### config.mk
export PLATFORM = sky130hd
export DESIGN_NAME = i2c_slave_register_buffer
export DESIGN_NICKNAME = d
export VERILOG_FILES = /design/src/i2crb_pkg.sv /design/src/i2crb_store.sv /design/src/i2c_slave_register_buffer.sv
export VERILOG_INCLUDE_DIRS = /design/src /design/src/src
export SDC_FILE = /design/constraint.sdc
export NUM_CORES = 1
export LEC_CHECK = 0
export BUFFER_PORTS_ARGS = -buffer_cell sky130_fd_sc_hd__buf_2
export CORE_MARGIN = 2
export CORE_UTILIZATION = 65
export CTS_CLUSTER_DIAMETER = 40
export DETAILED_ROUTE_END_ITERATION = 6
export GPL_ROUTABILITY_DRIVEN = 1
export MAX_ROUTING_LAYER = met4
export PLACE_DENSITY = 0.82
export SLEW_MARGIN = 20
export SYNTH_ARGS = -nofsm -noshare
export SYNTH_HDL_FRONTEND = slang
export SYNTH_SLANG_ARGS = --single-unit
### constraint.sdc
create_clock -name clk_i -period 7.8 [get_ports clk_i]
set_input_delay 1.17 -clock clk_i [delete_from_list [all_inputs] [get_ports clk_i]]
set_output_delay 1.17 -clock clk_i [all_outputs]
set_load 0.02 [all_outputs]
### src/i2c_slave_register_buffer_assert.svh
// Assertion macros shared by the register buffer RTL.
`ifndef I2C_SLAVE_REGISTER_BUFFER_ASSERT_SVH
`define I2C_SLAVE_REGISTER_BUFFER_ASSERT_SVH

// Same-cycle implication, checked on every rising edge outside reset.
`define I2CRB_ASSERT_IMPL(lbl, ante, cons) \
  lbl: assert property (@(posedge clk_i) disable iff (!rst_ni) (ante) |-> (cons)) \
    else $error("register buffer assertion failed");

// Next-cycle implication, checked on every rising edge outside reset.
`define I2CRB_ASSERT_NEXT(lbl, ante, cons) \
  lbl: assert property (@(posedge clk_i) disable iff (!rst_ni) (ante) |=> (cons)) \
    else $error("register buffer assertion failed");

`endif

### src/i2crb_pkg.sv
// Shared types and constants of the I2C target register buffer.
package i2crb_pkg;

  // Bus event codes carried by each request.
  typedef enum logic [1:0] {
    CMD_START = 2'd0,
    CMD_RECV  = 2'd1,
    CMD_SENT  = 2'd2,
    CMD_STOP  = 2'd3
  } cmd_e;

  // Byte loaded for transmission after the master answers with a nak.
  localparam logic [7:0] NAK_FILL = 8'hFF;

  // Control group from the sequencer to the store.
  typedef struct packed {
    logic wr_en;
    logic rd_en;
  } mem_ctl_t;

endpackage

### src/i2crb_store.sv
// Byte store with per-entry valid bits and a registered read port.
module i2crb_store
  import i2crb_pkg::*;
#(
  parameter int unsigned DEPTH = 64,
  parameter int unsigned AW    = 6
) (
  input  logic          clk_i,
  input  logic          rst_ni,
  input  mem_ctl_t      ctl_i,
  input  logic [AW-1:0] addr_i,
  input  logic [7:0]    wdata_i,
  output logic [7:0]    rdata_o
);

  logic [7:0]       mem [DEPTH];
  logic [DEPTH-1:0] valid_q;
  logic [7:0]       rd_data_q;
  logic             rd_valid_q;

  // Valid bits: an entry reads as zero until it is first written.
  always_ff @(posedge clk_i or negedge rst_ni) begin
    if (!rst_ni) begin
      valid_q    <= '0;
      rd_valid_q <= 1'b0;
    end else begin
      if (ctl_i.wr_en) begin
        valid_q[addr_i] <= 1'b1;
      end
      if (ctl_i.rd_en) begin
        rd_valid_q <= valid_q[addr_i];
      end
    end
  end

  // Storage array with a registered read port.
  always_ff @(posedge clk_i) begin
    if (ctl_i.wr_en) begin
      mem[addr_i] <= wdata_i;
    end
    if (ctl_i.rd_en) begin
      rd_data_q <= mem[addr_i];
    end
  end

  assign rdata_o = rd_valid_q ? rd_data_q : 8'h00;

endmodule

### src/i2c_slave_register_buffer.sv
// Top level of the I2C target register buffer: event sequencer around the store.
// Start, stop, data write and nak put their result straight into the output register;
// a memory address byte or an ack reads the store, through its read register and ST_RD.
// Throughput: one request per cycle unless the output stalls; no request is taken in ST_RD.
// Reset clears the pointer, the transmit byte and all valid bits and sets the phase flags,
// so the whole store reads as zero at once; no clearing pass is needed.
`include "i2c_slave_register_buffer_assert.svh"

module i2c_slave_register_buffer
  import i2crb_pkg::*;
#(
  parameter int unsigned DEPTH = 64
) (
  input  logic       clk_i,
  input  logic       rst_ni,
  input  logic       in_valid_i,
  output logic       in_stall_o,
  input  logic [1:0] cmd_i,
  input  logic [7:0] rx_byte_i,
  input  logic       nak_i,
  output logic       out_valid_o,
  input  logic       out_stall_i,
  output logic [7:0] tx_byte_o
);

  localparam int unsigned AW = $clog2(DEPTH);
  localparam logic [AW-1:0] PTR_LAST = AW'(DEPTH - 1);

  typedef enum logic {
    ST_ACC,
    ST_RD
  } state_e;

  state_e        state_q;
  logic [AW-1:0] ptr_q, ptr_d, ptr_inc, mem_addr;
  logic          dev_q, dev_d, memph_q, memph_d;
  logic [7:0]    tx_q, tx_d, rd_data;
  logic          out_valid_q;
  logic          in_acc;
  mem_ctl_t      mem_ctl;
  logic [AW-1:0] mod_tbl [256];

  // Constant table reducing a received address byte modulo the depth.
  for (genvar g = 0; g < 256; g++) begin : g_mod
    localparam int unsigned Rem = g % DEPTH;
    assign mod_tbl[g] = AW'(Rem);
  end

  // Handshake: one request at a time, and none while the result waits.
  assign in_stall_o = (state_q == ST_RD) || (out_valid_q && out_stall_i);
  assign in_acc     = in_valid_i && !in_stall_o;
  assign ptr_inc    = (ptr_q == PTR_LAST) ? '0 : ptr_q + AW'(1);

  // Event decode: next pointer, phase flags, transmit byte and store access.
  always_comb begin
    ptr_d          = ptr_q;
    dev_d          = dev_q;
    memph_d        = memph_q;
    tx_d           = tx_q;
    mem_addr       = ptr_q;
    mem_ctl.wr_en  = 1'b0;
    mem_ctl.rd_en  = 1'b0;
    if (in_acc) begin
      case (cmd_e'(cmd_i))
        CMD_START: begin
          dev_d = 1'b1;
        end
        CMD_RECV: begin
          if (dev_q) begin
            dev_d = 1'b0;
          end else if (memph_q) begin
            memph_d       = 1'b0;
            ptr_d         = mod_tbl[rx_byte_i];
            mem_addr      = mod_tbl[rx_byte_i];
            mem_ctl.rd_en = 1'b1;
          end else begin
            mem_ctl.wr_en = 1'b1;
            ptr_d         = ptr_inc;
          end
        end
        CMD_SENT: begin
          if (nak_i) begin
            tx_d = NAK_FILL;
          end else begin
            ptr_d         = ptr_inc;
            mem_addr      = ptr_inc;
            mem_ctl.rd_en = 1'b1;
          end
        end
        CMD_STOP: begin
          dev_d   = 1'b1;
          memph_d = 1'b1;
        end
        default: begin
          dev_d = dev_q;
        end
      endcase
    end
  end

  i2crb_store #(
    .DEPTH(DEPTH),
    .AW   (AW)
  ) u_store (
    .clk_i  (clk_i),
    .rst_ni (rst_ni),
    .ctl_i  (mem_ctl),
    .addr_i (mem_addr),
    .wdata_i(rx_byte_i),
    .rdata_o(rd_data)
  );

  // Sequencer state, pointer, phase flags and the output register.
  always_ff @(posedge clk_i or negedge rst_ni) begin
    if (!rst_ni) begin
      state_q     <= ST_ACC;
      ptr_q       <= '0;
      dev_q       <= 1'b1;
      memph_q     <= 1'b1;
      tx_q        <= 8'h00;
      out_valid_q <= 1'b0;
    end else begin
      if (in_acc) begin
        ptr_q   <= ptr_d;
        dev_q   <= dev_d;
        memph_q <= memph_d;
        tx_q    <= tx_d;
        if (mem_ctl.rd_en) begin
          state_q     <= ST_RD;
          out_valid_q <= 1'b0;
        end else begin
          out_valid_q <= 1'b1;
        end
      end else if (state_q == ST_RD) begin
        tx_q        <= rd_data;
        out_valid_q <= 1'b1;
        state_q     <= ST_ACC;
      end else if (out_valid_q && !out_stall_i) begin
        out_valid_q <= 1'b0;
      end
    end
  end

  assign out_valid_o = out_valid_q;
  assign tx_byte_o   = tx_q;

  // Checks on the sequencer and the store access.
  `I2CRB_ASSERT_NEXT(a_read_enters_wait, in_acc && mem_ctl.rd_en, state_q == ST_RD)
  `I2CRB_ASSERT_NEXT(a_wait_gives_result, state_q == ST_RD, out_valid_o && state_q == ST_ACC)
  `I2CRB_ASSERT_IMPL(a_no_accept_in_wait, state_q == ST_RD, in_stall_o && !out_valid_o)
  `I2CRB_ASSERT_IMPL(a_single_access, mem_ctl.wr_en, !mem_ctl.rd_en)
  `I2CRB_ASSERT_IMPL(a_ptr_in_range, 1'b1, ptr_q <= PTR_LAST)

endmodule
==> impl_metrics.py, run 1 <==
metrics = {
    "synthesis": {
        "async_reset_ff_share_pct": 13.8,
        "synthTopCellsByCount": "edfxtp_1, a22oi_1, nand2_1, nor2_1, dfrtp_1",
        "synth_fp_nets": 1521,
        "synthesis.area_um2": 23300,
        "synth_edf_count": 520,
        "synth_ff_type": "edfxtp_1",
        "synth-seq-area-share_pct": 76.1,
        "synth_top_cell_by_area": "edfxtp_1",
        "synthDominantCellAreaShare_pct": 67.1,
        "ys_ff_latch": 603,
        "yosysMostFrequentCell": "edfxtp_1",
        "ys_warn_count": 0,
        "avgSynthCellArea_um2": 15.5,
        "yosys-top-cells-area": "edfxtp_1, dfrtp_1, a22oi_1",
        "syn-instance-count": 1502,
        "synth_cell_types": 68,
    },
    "grt": {
        "grt_pass1_wl_um": 95600,
        "grt_pass1_vias": 14772,
        "grt_max_degree": 67,
        "track_usage_pct": 37.2,
        "grt_antenna_before_repair": 2,
        "overflow": 0,
    },
    "timing": {
        "finalCriticalPeriod_ns": 5.22,
        "fin_worst_skew_ns": 0.0372,
        "clock.fmax_mhz": 192,
        "report.final.slew_viol_count": 0,
        "rsz0062_at_grt": "no",
        "setup_ws_ns": 2.58,
        "worstMarginPinSlew_ns": 1.14,
        "tns_ns": 0,
        "hold_viol": 0,
        "min_period_over_period_pct": 66.9,
        "max_slew_margin_pct": 23.8,
        "setup_viol": 0,
    },
    "setup_path": {
        "critPathTopFamily": "simple AND/OR/NAND/NOR gates",
        "cp_slowest_cell": "nor2_1",
        "critical_path_class": "primary input to register",
        "slowest_delay_ns": 0.94,
        "start_kind": "primary input",
        "critPathMaxFanout": 43,
        "crit_path_end_kind": "register",
        "crit_chain": "buf_2 -> inv_1 -> ha_1 -> nor2_1 -> and2_1 -> a22oi_4 -> buf_4 -> nor4_2 -> buf_4 -> nand2_1 -> nor2_1",
        "path_buf_inv": 4,
        "critical_path_required_ns": 8.00,
        "critPathArrivalTime_ns": 5.42,
    },
    "die": {
        "dieHeight_um": 193,
        "num_rows": 69,
        "io_pins": 25,
        "die-width_um": 193,
        "dieArea_um2": 37300,
        "placeableCoreArea_um2": 35400,
        "initial_core_util_pct": 65.7,
    },
    "cts": {
        "cts.clk_slew.worst_paths_ns": 0.05,
        "cts_tree": "yes",
        "holdBufCountCts": 0,
        "cts-root-buf": "clkbuf_16",
        "cts_made_buffers": 70,
        "cts_resized": 0,
        "clk_path_buf_depth": 3,
        "post_cts.repair.setup_buffers": 0,
        "insertion_delay_ns": 0.61,
        "cts_sinks": 603,
        "cts_max_level": 3,
    },
    "power": {
        "pwr-share-comb_pct": 24.9,
        "sw_frac_of_total_pct": 32.9,
        "seq_power_share_pct": 40.3,
        "p_leak_uw": 0.00898,
        "clkPwrFrac_pct": 34.8,
        "peakVddDrop_v": 0.000256,
        "powerDensity_nw_per_um2": 351,
        "p_int_uw": 6170,
        "total_power_uw": 9200,
        "p_sw_uw": 3020,
    },
    "drt": {
        "drcViolationCount": 7,
        "drt-initial-drc-count": 2612,
        "wl_per_cell_um": 31.7,
        "wirelength_um": 65600,
        "vias_per_cell": 7.30,
        "antenna_left": 0,
        "vias": 15091,
        "drtPass1Iterations": 7,
    },
    "outcome": {
        "failed_checks": "DRC",
        "status": "complete, but fails checks",
    },
    "layout": {
        "fin_nets": 1566,
        "multi_input_area_um2": 5240,
        "utilization_pct": 74.0,
        "seqCellArea_um2": 17700,
        "area_growth_pct": 12.7,
        "layout-drive-gt1-share_pct": 16.7,
        "fillCellCount": 2059,
        "final_area_um2": 26200,
    },
    "place": {
        "portBuffers": 24,
        "gp_congestion": 0.984,
        "place_ws_ns": 2.16,
        "post-dp-hpwl_um": 38100,
        "placed_area_um2": 23900,
    },
    "hold_path": {
        "hp-class": "register to register",
    },
    "flow_run": {
        "cap_violations": 0,
    },
}
## path summary, 6_finish.rpt
kind | slack [ns] | cells past startpoint | from | end
worst min register to register | 0.47 | 1 | u_store.valid_q[46] | u_store.valid_q[46]
worst max-delay path | 2.58 | 11 | cmd_i[0] | u_store.mem[30][5]
max in group asynchronous | 6.11 | 2 | rst_ni | u_store.valid_q[57]
worst max register to register | 2.97 | 9 | ptr_q[1] | u_store.mem[30][5]
worst min-delay path | 0.47 | 1 | u_store.valid_q[46] | u_store.valid_q[46]
min in group asynchronous | 0.51 | 1 | rst_ni | u_store.valid_q[35]
## kinds of logic (layout without fill, tap and decap cells)
logic type	Yosys count	after routing	synth area share (%)
other cells	0	2	0
flops	603	603	76.1
buf+inv	95	196	1.81
simple gates	344	344	6.99
xor+xnor	2	2	0.0753
fa+ha+maj	4	4	0.215
mux	27	27	1.23
compound gates	427	427	13.6
## power by group through the flow
stage | Combinational [uW] | Clock [uW] | Sequential, uW
after floorplan | 1350 | 0 | 3730
after global placement | 2090 | 0 | 3760
after detailed placement | 2150 | 0 | 3770
after CTS | 2180 | 3210 | 3700
after global routing | 2360 | 3340 | 3720
final | 2290 | 3200 | 3710
## sequential cells by signal (all words and copies together) (netlist names)
register,cells
u_store.mem,512
u_store.valid_q,64
tx_byte_o,8
u_store.rd_data_q,8
ptr_q,6
dev_q,1
memph_q,1
out_valid_o,1
state_q,1
u_store.rd_valid_q,1
## final cells by class
class / count / share of cell area [%]
repair buffers: 58 / 1.45
flip-flops and latches: 603 / 67.5
well taps: 461 / 2.20
clock buffers: 88 / 7.22
inverters: 10 / 0.143
diodes: 2 / 0.0191
multi-input cells: 804 / 20.0
clock inverters: 40 / 1.47
## through the flow
stage	hold slack, ns	cells
floorplan	0.430	1502
global placement	0.446	1935
detailed placement	0.449	1935
CTS	0.468	2063
global route	0.478	2066
finish	0.467	2066
## routing by layer
layer	part of all wire, %	track usage [%]	vias to the layer above
li1	-	-	6097
met1	35	48.2	7333
met2	45	52.9	1377
met3	14	11.3	284
met4	5.4	20.9	0
met5	0	-	-
## cell usage in the layout, fill, tap and decap left out, types with 13 or more instances in the layout
| cell | Yosys | layout |
|---|---|---|
| or2_2 | 64 | 64 |
| edfxtp_1 | 520 | 520 |
| a21oi_1 | 61 | 60 |
| a22oi_1 | 145 | 145 |
| a221oi_1 | 33 | 33 |
| buf_4 | 4 | 36 |
| nand2_1 | 104 | 104 |
| a31oi_1 | 28 | 28 |
| nor2_1 | 100 | 99 |
| nand3_1 | 21 | 21 |
| clkbuf_16 | 0 | 72 |
| mux2i_1 | 15 | 15 |
| dfrtp_1 | 81 | 81 |
| o21ai_0 | 24 | 24 |
| a22o_1 | 36 | 34 |
| buf_2 | 40 | 21 |
| clkbuf_1 | 30 | 13 |
(Power assumes the default switching activity.)
==> run 2, diff against run 1 <==
--- a/config.mk
+++ b/config.mk
@@ -8,12 +8,12 @@
 export LEC_CHECK = 0
 export BUFFER_PORTS_ARGS = -buffer_cell sky130_fd_sc_hd__buf_2
 export CORE_MARGIN = 2
-export CORE_UTILIZATION = 65
+export CORE_UTILIZATION = 62
 export CTS_CLUSTER_DIAMETER = 40
 export DETAILED_ROUTE_END_ITERATION = 6
 export GPL_ROUTABILITY_DRIVEN = 1
 export MAX_ROUTING_LAYER = met4
-export PLACE_DENSITY = 0.82
+export PLACE_DENSITY = 0.78
 export SLEW_MARGIN = 20
 export SYNTH_ARGS = -nofsm -noshare
 export SYNTH_HDL_FRONTEND = slang
==> constraint.sdc (replaced) <==
create_clock -name clk_i -period 4.9 [get_ports clk_i]
set_input_delay 0.735 -clock clk_i [delete_from_list [all_inputs] [get_ports clk_i]]
set_output_delay 0.735 -clock clk_i [all_outputs]
set_load 0.02 [all_outputs]
==> run 2 against run 1 <==
The run now ends clean. Clock skew down 0.021 ns. First-iteration DRC count about the same. Global-route usage up 0.83 points. Critical path type is now register to register. Register-to-register slack worse by 2.9 ns. Count of clock-buffer cells in the layout down 2. Critical endpoint is now u_store.rd_data_q[1]. Critical path depth unchanged. Design area up 3.7%. Core utilization down 0.19 points.
==> impl_metrics.py, run 2 (synthesized netlist as in run 1, its figures left out) <==
metrics = {
    "cts": {
        "clk_path_buf_depth": 3,
        "cts.clk_slew.worst_paths_ns": 0.06,
        "cts_resized": 0,
        "cts_sinks": 603,
        "post_cts.repair.setup_buffers": 0,
        "cts_tree": "yes",
        "cts_made_buffers": 71,
        "cts_max_level": 3,
        "holdBufCountCts": 0,
        "cts-root-buf": "clkbuf_16",
        "insertion_delay_ns": 0.59,
    },
    "drt": {
        "vias": 15859,
        "wirelength_um": 70100,
        "antenna_left": 0,
        "wl_per_cell_um": 32.0,
        "vias_per_cell": 7.24,
        "drt-initial-drc-count": 2611,
        "drcViolationCount": 0,
        "drtPass1Iterations": 6,
    },
    "layout": {
        "seqCellArea_um2": 17700,
        "reg_top3": "u_store.mem: 512 flops, u_store.valid_q: 64 flops",
        "top_register": "u_store.mem",
        "largest_reg_flops": 512,
        "final_cell_mix": "edfxtp_1, buf_4, a22oi_1, nand2_1, nor2_1",
        "fin_nets": 1685,
        "utilization_pct": 73.9,
        "multi_input_area_um2": 5230,
        "final_area_um2": 27200,
        "layout-drive-gt1-share_pct": 22.2,
        "final_common_cell": "edfxtp_1",
        "fillCellCount": 2154,
        "area_growth_pct": 16.8,
    },
    "timing": {
        "max_slew_margin_pct": 17.2,
        "tns_ns": 0,
        "setup_viol": 0,
        "hold_slack_ns": 0.263,
        "rsz0062_at_grt": "no",
        "min_period_over_period_pct": 97.8,
        "setup_ws_ns": 0.108,
        "hold_viol": 0,
        "report.final.slew_viol_count": 0,
        "clock.fmax_mhz": 209,
        "fin_worst_skew_ns": 0.0159,
        "worstMarginPinSlew_ns": 1.24,
        "finalCriticalPeriod_ns": 4.79,
    },
    "place": {
        "portBuffers": 24,
        "placed_area_um2": 24900,
        "place_ws_ns": 0.336,
        "gp_congestion": 0.997,
        "post-dp-hpwl_um": 43400,
    },
    "power": {
        "powerDensity_nw_per_um2": 555,
        "peakVddDrop_v": 0.000533,
        "p_leak_uw": 0.00962,
    },
    "die": {
        "dieHeight_um": 198,
        "die-width_um": 198,
        "dieArea_um2": 39100,
        "num_rows": 70,
        "initial_core_util_pct": 63.2,
        "io_pins": 25,
        "placeableCoreArea_um2": 36800,
    },
    "hold_path": {
        "hp-class": "primary input to async pin",
    },
    "setup_path": {
        "critical_path_class": "register to register",
        "cp-endpoint": "u_store.rd_data_q[1]",
        "crit_start": "ptr_q[0]",
        "reg2reg_depth": 11,
        "critical_path_required_ns": 5.17,
        "r2r_slack_ns": 0.11,
        "worstReg2RegStart": "ptr_q[0]",
        "start_kind": "register",
        "reg2reg_to": "u_store.rd_data_q[1]",
        "critPathArrivalTime_ns": 5.06,
        "crit_path_end_kind": "register",
        "critPathMaxFanout": 30,
    },
    "grt": {
        "grt_max_degree": 66,
        "grt_pass1_vias": 15293,
        "track_usage_pct": 38.0,
        "grt_pass1_wl_um": 102000,
        "grt_antenna_before_repair": 1,
        "overflow": 0,
    },
    "flow_run": {
        "cap_violations": 0,
    },
    "outcome": {
        "status": "finished, final reports clean",
    },
}
==> run 2: worst min-delay path by stage <==
stage / startpoint / end / slack [ns]
floorplan: u_store.valid_q[46] / u_store.valid_q[46] / 0.43
global placement: u_store.valid_q[32] / u_store.valid_q[32] / 0.45
detailed placement: u_store.valid_q[35] / u_store.valid_q[35] / 0.45
CTS: rst_ni / ptr_q[3] / 0.28
global route: rst_ni / ptr_q[3] / 0.33
finish: rst_ni / ptr_q[3] / 0.26
==> run 2: layout make-up <==
class | instances | area share (%)
inverters | 10 | 0.138
multi-input cells | 804 | 19.3
flip-flops and latches | 603 | 65.1
clock buffers | 86 | 6.98
diodes | 2 | 0.0184
repair buffers | 176 | 4.93
well taps | 468 | 2.16
clock inverters | 41 | 1.40
==> run 2: report_power, final <==
group,total [uW],switching (uW),internal [uW]
Clock,5130,2120,3010
Combinational,4050,2750,1300
Sequential,5910,156,5750
==> run 2: metrics by stage <==
| step | power (uW) | instances |
|---|---|---|
| finish | 15100 | 2190 |
| global route | 15400 | 2189 |
| CTS | 14900 | 2188 |
| detailed placement | 9820 | 2061 |
| global placement | 9750 | 2061 |
| floorplan | 8090 | 1502 |
==> run 2: critical path: stages, from the launching register on <==
cell and delay [ns]:
dfrtp_1 0.49, ha_1 0.33, and3_1 0.26, a311oi_1 0.42, o21a_1 0.53, nor4_2 0.16, buf_12 0.22, a22o_1 0.25
a221oi_1 0.25, a31oi_1 0.30, nor4_1 1.07, o211ai_1 0.17
==> run 2: metal layers <==
metal / GRT usage, % / part of all wire [%] / up-vias
met1: 49.1 / 34 / 7711
met4: 19.5 / 6.3 / 0
met3: 11.2 / 15 / 338
li1: - / - / 6316
met5: - / 0 / -
met2: 55.4 / 45 / 1494
